## config.mk

```make
export PLATFORM = sky130hd
export DESIGN_NAME = hnm_pack
export DESIGN_NICKNAME = d
export VERILOG_FILES = /design/src/hnm_pkg.sv /design/src/hnm_pack.sv
export SDC_FILE = /design/constraint.sdc
export NUM_CORES = 1
export LEC_CHECK = 0
export BUFFER_PORTS_ARGS = -buffer_cell sky130_fd_sc_hd__buf_2
export CORE_UTILIZATION = 50
export DETAILED_ROUTE_END_ITERATION = 16
export PLACE_DENSITY = 0.78
export SETUP_SLACK_MARGIN = 0.1
export SYNTH_ARGS = -nofsm -noshare
export SYNTH_HDL_FRONTEND = slang
export SYNTH_SLANG_ARGS = --single-unit
```

## constraint.sdc

```tcl
create_clock -name i_clk -period 13.01 [get_ports i_clk]
set_input_delay 0.6505 -clock i_clk [delete_from_list [all_inputs] [get_ports i_clk]]
set_output_delay 0.6505 -clock i_clk [all_outputs]
set_load 0.02 [all_outputs]
```

## src/hnm_pkg.sv

```systemverilog
// shared types, constants and helpers for the height to normal map block
// no dependencies
package hnm_pkg;

    localparam int unsigned MAX_WIDTH_DEF  = 256;
    localparam int unsigned MAX_HEIGHT_DEF = 256;
    localparam int unsigned CRD_W          = 13;   // holds coordinates and dims up to 4096
    localparam int unsigned ADDR_W_MAX     = 24;   // 4096 * 4096 entries
    localparam int unsigned CFG_W          = 9;
    localparam int unsigned CFG_IDX_W      = 2;
    localparam int unsigned GRAD_W         = 11;   // +-1020
    localparam int unsigned SUMSQ_W        = 22;   // gx^2 + gy^2 + 255^2
    localparam int unsigned CFG_RESET      = 256;

    typedef enum logic [CFG_IDX_W-1:0] {
        REG_IMAGE_WIDTH  = 2'd0,
        REG_IMAGE_HEIGHT = 2'd1
    } t_reg_idx;

    typedef enum logic {
        FUNC_LOAD    = 1'b0,
        FUNC_COMPUTE = 1'b1
    } t_func;

    typedef struct packed {
        logic       func;
        logic [7:0] col;
        logic [7:0] row;
        logic [7:0] height;
    } t_in_req;

    typedef struct packed {
        logic [7:0] nx_byte;
        logic [7:0] ny_byte;
        logic [7:0] nz_byte;
    } t_out_req;

    typedef struct packed {
        logic                  we;
        logic                  re;
        logic [ADDR_W_MAX-1:0] addr;
        logic [7:0]            wdata;
    } t_mem_req;

    typedef enum logic [2:0] {
        ST_IDLE,
        ST_LOAD,
        ST_READ,
        ST_DRAIN,
        ST_SUM,
        ST_PACK,
        ST_OUT
    } t_top_state;

    typedef enum logic [2:0] {
        PK_IDLE,
        PK_SQ,
        PK_SCALE,
        PK_TSQ,
        PK_TEST
    } t_pack_state;

    // sobel weights per neighbor, order: ul, u, ur, l, r, dl, d, dr
    function automatic logic signed [2:0] gx_weight(input logic [2:0] k);
        logic signed [2:0] w;
        unique case (k)
            3'd0, 3'd5: w = -3'sd1;
            3'd2, 3'd7: w = 3'sd1;
            3'd3:       w = -3'sd2;
            3'd4:       w = 3'sd2;
            default:    w = 3'sd0;
        endcase
        return w;
    endfunction

    function automatic logic signed [2:0] gy_weight(input logic [2:0] k);
        logic signed [2:0] w;
        unique case (k)
            3'd0, 3'd2: w = 3'sd1;
            3'd1:       w = 3'sd2;
            3'd5, 3'd7: w = -3'sd1;
            3'd6:       w = -3'sd2;
            default:    w = 3'sd0;
        endcase
        return w;
    endfunction

endpackage

```

## src/hnm_pack.sv

```systemverilog
// iterative byte packer: finds floor(255*(1+v/sqrt(s))/2) per component, bit by bit
// depends on hnm_pkg
module hnm_pack (
    input  logic                                  i_clk,
    input  logic                                  i_rst_n,
    input  logic                                  i_start,
    input  logic signed [hnm_pkg::GRAD_W-1:0]     i_gx,
    input  logic signed [hnm_pkg::GRAD_W-1:0]     i_gy,
    input  logic        [hnm_pkg::SUMSQ_W-1:0]    i_s,
    output logic                                  o_done,
    output hnm_pkg::t_out_req                     o_res
);
    localparam int unsigned SUMSQ_W_L = hnm_pkg::SUMSQ_W;

    hnm_pkg::t_pack_state r_st, n_st;
    logic [1:0]  r_comp, n_comp;
    logic [2:0]  r_bi, n_bi;
    logic [7:0]  r_b, n_b;
    logic        r_done, n_done;

    logic signed [11:0] r_v;
    logic [19:0]        r_vv;
    logic [36:0]        r_rhs;
    logic [15:0]        r_tt;
    logic [SUMSQ_W_L-1:0] r_s;

    logic [7:0]         cand;
    logic signed [9:0]  t;
    logic [8:0]         tmag;
    logic [37:0]        lhs;
    logic               tpos;
    logic               vneg;
    logic               fit;
    logic signed [11:0] v_sel;

    function automatic logic [10:0] vmag_sel(input logic signed [11:0] v);
        return v[11] ? 11'(-v) : v[10:0];
    endfunction

    always_comb begin
        unique case (r_comp)
            2'd0:    v_sel = -{i_gx[hnm_pkg::GRAD_W-1], i_gx};
            2'd1:    v_sel = {i_gy[hnm_pkg::GRAD_W-1], i_gy};
            default: v_sel = 12'sd255;
        endcase
    end

    assign cand = r_b | (8'h80 >> r_bi);
    assign t    = $signed({1'b0, cand, 1'b0}) - 10'sd255;
    assign tmag = t[9] ? 9'(-t) : t[8:0];
    assign lhs  = 38'(r_tt) * 38'(r_s);
    assign tpos = cand[7];
    assign vneg = r_v[11];

    always_comb begin
        priority if (!tpos && !vneg) begin
            fit = 1'b1;
        end else if (tpos && vneg) begin
            fit = 1'b0;
        end else if (tpos) begin
            fit = lhs <= 38'(r_rhs);
        end else begin
            fit = lhs >= 38'(r_rhs);
        end
    end

    always_ff @(posedge i_clk) begin
        if (!i_rst_n) begin
            r_st   <= hnm_pkg::PK_IDLE;
            r_comp <= '0;
            r_bi   <= '0;
            r_b    <= '0;
            r_done <= 1'b0;
        end else begin
            r_st   <= n_st;
            r_comp <= n_comp;
            r_bi   <= n_bi;
            r_b    <= n_b;
            r_done <= n_done;
        end
    end

    // datapath registers
    always_ff @(posedge i_clk) begin
        if (r_st == hnm_pkg::PK_SQ) begin
            r_s  <= i_s;
            r_v  <= v_sel;
            r_vv <= 20'(vmag_sel(v_sel)) * 20'(vmag_sel(v_sel));
        end
        if (r_st == hnm_pkg::PK_SCALE) begin
            r_rhs <= 37'(r_vv) * 37'd65025;
        end
        if (r_st == hnm_pkg::PK_TSQ) begin
            r_tt <= 16'(tmag) * 16'(tmag);
        end
        if (r_st == hnm_pkg::PK_TEST && r_bi == 3'd7) begin
            unique case (r_comp)
                2'd0:    o_res.nx_byte <= fit ? cand : r_b;
                2'd1:    o_res.ny_byte <= fit ? cand : r_b;
                default: o_res.nz_byte <= fit ? cand : r_b;
            endcase
        end
    end

    always_comb begin
        n_st   = r_st;
        n_comp = r_comp;
        n_bi   = r_bi;
        n_b    = r_b;
        n_done = 1'b0;
        unique case (r_st)
            hnm_pkg::PK_IDLE: begin
                if (i_start) begin
                    n_comp = '0;
                    n_st   = hnm_pkg::PK_SQ;
                end
            end
            hnm_pkg::PK_SQ: begin
                n_st = hnm_pkg::PK_SCALE;
            end
            hnm_pkg::PK_SCALE: begin
                n_b  = '0;
                n_bi = '0;
                n_st = hnm_pkg::PK_TSQ;
            end
            hnm_pkg::PK_TSQ: begin
                n_st = hnm_pkg::PK_TEST;
            end
            hnm_pkg::PK_TEST: begin
                if (fit) begin
                    n_b = cand;
                end
                if (r_bi == 3'd7) begin
                    if (r_comp == 2'd2) begin
                        n_done = 1'b1;
                        n_st   = hnm_pkg::PK_IDLE;
                    end else begin
                        n_comp = r_comp + 2'd1;
                        n_st   = hnm_pkg::PK_SQ;
                    end
                end else begin
                    n_bi = r_bi + 3'd1;
                    n_st = hnm_pkg::PK_TSQ;
                end
            end
            default: n_st = hnm_pkg::PK_IDLE;
        endcase
    end

    assign o_done = r_done;
endmodule

```

### Word-level counts from Yosys, hierarchy flattened

Cells that the tools add are included.

| word-level totals | value |
|---|---|
| register bits | 147 |
| logic and storage cells | 74 |

| operators by class | value |
|---|---|
| $add $sub $neg | 6 |
| multiply operators | 4 |
| order comparisons | 2 |
| equal/unequal tests | 11 |
| shift operators | 1 |
| muxes and demuxes | 19 |
| bitwise logic cells | 2 |
| reductions and logical operators | 16 |

Operator list:

| operator | count |
|---|---|
| $ge A38 B36 Y1 | 1 |
| $le A38 B36 Y1 | 1 |
| $mul A16 B22 Y38 | 1 |
| $mul A20 B16 Y36 const B | 1 |
| $pmux W12 S2 | 1 |
| $mul A11 B11 Y20 | 1 |
| $mul A9 B9 Y16 | 1 |
| $pmux W8 S2 | 1 |
| $pmux W3 S5 | 1 |
| $neg A12 Y12 | 1 |
| $mux W11 | 1 |
| $neg A11 Y11 | 1 |
| $sub A9 B8 Y10 const B | 1 |
| $mux W3 | 3 |
| $mux W9 | 1 |
| $neg A9 Y9 | 1 |
| $mux W8 | 1 |
| $or A8 B8 Y8 | 1 |
| $reduce_and A2 Y1 | 4 |
| $shr A8 B3 Y8 const A | 1 |
| $eq A3 B2 Y1 const B | 2 |
| $eq A3 B3 Y1 const B | 2 |
| $mux W2 | 3 |
| $ne A2 B2 Y1 const B | 3 |
| other kinds (18) | 26 |

### Depth between registers and ports, before layout

| logic depth | value |
|---|---|
| depth after elaboration | 7 |
| depth in mapped cells | 36 |

### Worst setup path before layout

OpenSTA, ideal clock, no wires.

| timing | value |
|---|---|
| path kind | register to register |
| start point | register r_s[5] |
| end point | register o_res[0] (netlist bit) (data pin) |
| library setup time | 0.138 ns |
| data arrival time | 8.426 ns |
| data required time | 12.872 ns |
| slack | 4.446 ns |
| cell stages (with the launch flop) | 36 |
| buffers on the path | 2 |
| period minus slack after synthesis | 8.564 ns |
| cells stage by stage | edfxtp_1 > clkbuf_1 > and2_1 > fa_1 > inv_1 > fa_1 > inv_1 > fa_1 > inv_1 > fa_1 > inv_1 > fa_1 > inv_1 > fa_1 > inv_1 > ha_1 > and2_1 > and3_1 > a211oi_1 > o31ai_1 > a41o_1 > a31o_2 > a21o_1 > a211oi_1 > nor2_1 > ha_1 > a21oi_1 > nor2_1 > a2111oi_0 > a21oi_1 > a211oi_1 > nand2b_1 > or4b_1 > o311ai_1 > buf_4 > a21o_1 |

| between the ends | value |
|---|---|
| longest elaborated chain between the ends | 6 |
| elaborated cells between the ends (all ways) | 7 |
| those cells by class | mul (1); order compare (2); mux (4) |

Ends and longest elaborated chain:

| element | line | source |
|---|---|---|
| start: declaration | hnm_pack.sv:25 | `logic [SUMSQ_W_L-1:0] r_s;` |
| start signal: assignment | hnm_pack.sv:86 | `r_s <= i_s;` |
| $mul A16 B22 Y38 (*) | hnm_pack.sv:51 | `assign lhs = 38'(r_tt) * 38'(r_s);` |
| $ge A38 B36 Y1 or $le A38 B36 Y1 (tied branches) | hnm_pack.sv:63, hnm_pack.sv:61 |  |
| $mux W1 (*) | hnm_pack.sv:60 | `end else if (tpos) begin` |
| $mux W1 (*) | hnm_pack.sv:58 | `end else if (tpos && vneg) begin` |
| $mux W1 (*) | hnm_pack.sv:56 | `priority if (!tpos && !vneg) begin` |
| $mux W8 (*) | - |  |
| end: declaration | hnm_pack.sv:11 | `output hnm_pkg::t_out_req o_res` |

Every way passes the cells marked *; elsewhere a longest branch is shown, timed or not.
A chain may end at the register's enable or synchronous reset.

### Final worst setup path

| timing | value |
|---|---|
| start point | register r_tt[6] |
| end point | register o_res[10] (netlist bit) (data pin) |

| between the ends | value |
|---|---|
| longest elaborated chain between the ends | 6 |
| elaborated cells between the ends (all ways) | 7 |
| those cells by class | mul (1); order compare (2); mux (4) |

Ends and longest elaborated chain:

| element | line | source |
|---|---|---|
| start: declaration | hnm_pack.sv:24 | `logic [15:0] r_tt;` |
| start signal: assignment | hnm_pack.sv:94 | `r_tt <= 16'(tmag) * 16'(tmag);` |
| $mul A16 B22 Y38 (*) | hnm_pack.sv:51 |  |
| $ge A38 B36 Y1 or $le A38 B36 Y1 (tied branches) | hnm_pack.sv:63, hnm_pack.sv:61 |  |
| $mux W1 (*) | hnm_pack.sv:60 |  |
| $mux W1 (*) | hnm_pack.sv:58 |  |
| $mux W1 (*) | hnm_pack.sv:56 |  |
| $mux W8 (*) | - |  |

Marks and branches as above.

==> metrics.yaml <==
outcome:
  run_status: "completed"
critical_path:
  crit_path_max_fanout: 22
  required_ns: 13.21
  worstReg2RegStart: "r_tt[6]$_DFFE_PP_"
  cp-start-kind: "flop"
  timing.critical_path.slowest_stage_cell: "edfxtp_1"
  max_stage_delay_ns: 0.68
  reg2reg_to: "o_res[10]$_DFFE_PP_"
  crit_type: "flop to flop"
  cp-end-kind: "flop"
  crit_cells: 33
  r2r_cells: 33
  critPathTopFamily: "compound AO/OA/AOI/OAI gates"
  rrSetupSlack_ns: 3.18
  path_buf_inv: 6
  critPathArrivalTime_ns: 10.02
timing:
  tightestPinTransition_ns: 1.22
  fin_crit_ns: 9.83
  max_freq_ghz: 0.102
  rsz0062_at_grt: "no"
  drv_slew: 0
  setup-violations-final: 0
  skew_ns: 0.0123
  hold_viol: 0
  fin_crit_sh_pct: 75.5
  setup_slack_ns: 3.18
  slew_headroom_pct: 18.3
  whs_ns: 0.361
  finalSetupTns_ns: 0
clock_network:
  cts_buffers: 17
  h-tree-depth: 4
  post_cts_buffers: 0
  post_cts_resized: 0
  path_clk_slew_ns: 0.08
  numClockSinks: 132
  cts_tree: "yes"
  clock_path_buffers: 2
  clk_latency_ns: 0.46
  root_buffer: "clkbuf_16"
  cts_hold_buf: 0
final_layout:
  final_util_pct: 53.9
  antennaDiodeCount: 0
  area_growth_pct: 6.34
  fin_nets: 3505
  layout-drive-gt1-share_pct: 5.20
detailed_routing:
  num_vias: 17900
  ant_nets: 0
  drtPass1Iterations: 5
  vias_per_cell: 5.32
  post_drt_wl_per_cell_um: 16.3
  drc: 0
  routed_wl_um: 54800
  drtIter0Drc: 882
yosys:
  synth_edf_count: 115
  async_flop_share_pct: 0
  syn-cell-area_mm2: 0.0254
  netlist_instances: 2649
  synthFlopType: "edfxtp_1"
  synth_cell_types: 74
  yosysWarnings: 0
  yosysSeqAreaShare_pct: 14.9
  syn_area_per_cell_um2: 9.61
  ys_ff_latch: 132
global_routing:
  grt.total_usage_pct: 23.1
  grt_pass1_vias: 19800
  antenna_found_initial: 0
  grt_max_degree: 36
  overflow: 0
  grt_pass1_wl_um: 95300
place:
  post-place-ws_ns: 3.36
  dp_hpwl_um: 45200
  gp_congestion: 0.926
  port_buffers: 71
die:
  start_util_pct: 50.7
  die_w_um: 228
  rows: 82
  die_area_mm2: 0.0518
  core_mm2: 0.0502
  floorplan.die.height_um: 228
  ios: 72
worst_hold_path:
  whs_path_depth: 1
  min_from: "i_s[18]"
  holdPathEnd: "r_s[18]$_DFFE_PP_"
  hold_class: "input port to flop"
job:
  drv_cap: 0
how the worst max path moves through the flow:
stage	start	endpoint	slack (ns)
finish	r_tt[6]$_DFFE_PP_	o_res[10]$_DFFE_PP_	3.18
CTS	r_tt[6]$_DFFE_PP_	o_res[10]$_DFFE_PP_	3.29
global placement	r_tt[6]$_DFFE_PP_	o_res[17]$_DFFE_PP_	3.56
floorplan	r_s[5]$_DFFE_PP_	o_res[0]$_DFFE_PP_	4.45
detailed placement	r_tt[6]$_DFFE_PP_	o_res[9]$_DFFE_PP_	3.36
global route	r_tt[6]$_DFFE_PP_	o_res[10]$_DFFE_PP_	2.71
cell type report:
| class | instances | area (um2) |
|---|---|---|
| Clock buffer | 17 | 425 |
| Timing Repair Buffer | 80 | 423 |
| Clock inverter | 15 | 175 |
| Fill cell | 4325 | 23100 |
| Inverter | 632 | 2370 |
| Sequential cell | 132 | 3790 |
| Multi-Input combinational cell | 1816 | 19000 |
| Tap cell | 672 | 841 |
cell usage after synthesis, types with 9 or more instances:
| cell type | count | area share, % |
|---|---|---|
| edfxtp_1 | 115 | 14 |
| nor2b_1 | 20 | 0.49 |
| dfxtp_1 | 17 | 1.3 |
| nand3_1 | 15 | 0.30 |
| nor3_1 | 19 | 0.37 |
| fa_1 | 421 | 33 |
| a31oi_1 | 14 | 0.34 |
| inv_1 | 624 | 9.2 |
| nand2_1 | 207 | 3.1 |
| o21a_1 | 18 | 0.53 |
| nor2_1 | 119 | 1.8 |
| xor2_1 | 34 | 1.2 |
| a21oi_1 | 79 | 1.6 |
| and3_1 | 15 | 0.37 |
| clkbuf_1 | 69 | 1.0 |
| o21ai_0 | 36 | 0.71 |
| a21o_1 | 35 | 1.0 |
| or2_1 | 12 | 0.30 |
| and2_1 | 171 | 4.2 |
| xnor2_1 | 78 | 2.7 |
| nand4_1 | 9 | 0.22 |
| nand2b_1 | 19 | 0.47 |
| o31ai_1 | 13 | 0.38 |
| a211oi_1 | 9 | 0.27 |
| ha_1 | 358 | 18 |
logic make-up after synthesis:
logic type               share of synthesized area, %
adder cells (fa/ha/maj)                          50.7
buffers and inverters                            10.4
XOR/XNOR                                         3.96
multiplexers                                   0.0836
AO/OA/AOI/OAI                                    7.12
flip-flops                                       14.9
other                                          0.0147
AND/OR/NAND/NOR                                  12.8
flip-flops by register name, indices dropped and copies added (netlist names):
signal	flops
r_rhs	35
o_res	24
r_s	22
r_vv	18
r_tt	14
r_b	8
r_bi	3
r_st	3
r_comp	2
r_v	2
o_done	1
through the flow:
stage          instance area, um2  instances
6_report                    27100       3364
5_1_grt                     27100       3364
3_3_place_gp                26500       3332
3_5_place_dp                26500       3332
2_1_floorplan               25400       2650
4_1_cts                     27100       3364
layout by cell type (no fill, tap or decap), drive strengths merged, types with 7 or more instances in the layout:
cell type	netlist	final
a211oi	9	9
a21o	35	35
a21oi	79	79
a31oi	14	14
a32o	7	7
and2	171	171
and3	15	15
buf	1	80
clkbuf	69	17
dfxtp	17	17
edfxtp	115	115
fa	421	421
ha	358	358
inv	632	642
nand2	207	207
nand2b	19	19
nand3	15	15
nand4	10	10
nor2	119	119
nor2b	20	20
nor3	19	19
o21a	18	18
o21ai	42	42
o31ai	15	15
or2	18	18
or3	8	8
xnor2	78	78
xor2	35	35
layer usage:
metal | vias to the layer above | global-route usage (%) | routed length [um]
met5 | - | 0 | 0
met4 | 0 | 3.92 | 718
met2 | 517 | 40.3 | 27300
met1 | 8979 | 30.3 | 23800
li1 | 8336 | - | -
met3 | 69 | 4.03 | 3020
Power is not shown: default switching activity piles up to over one toggle a cycle in this logic, so the estimate is an artifact.
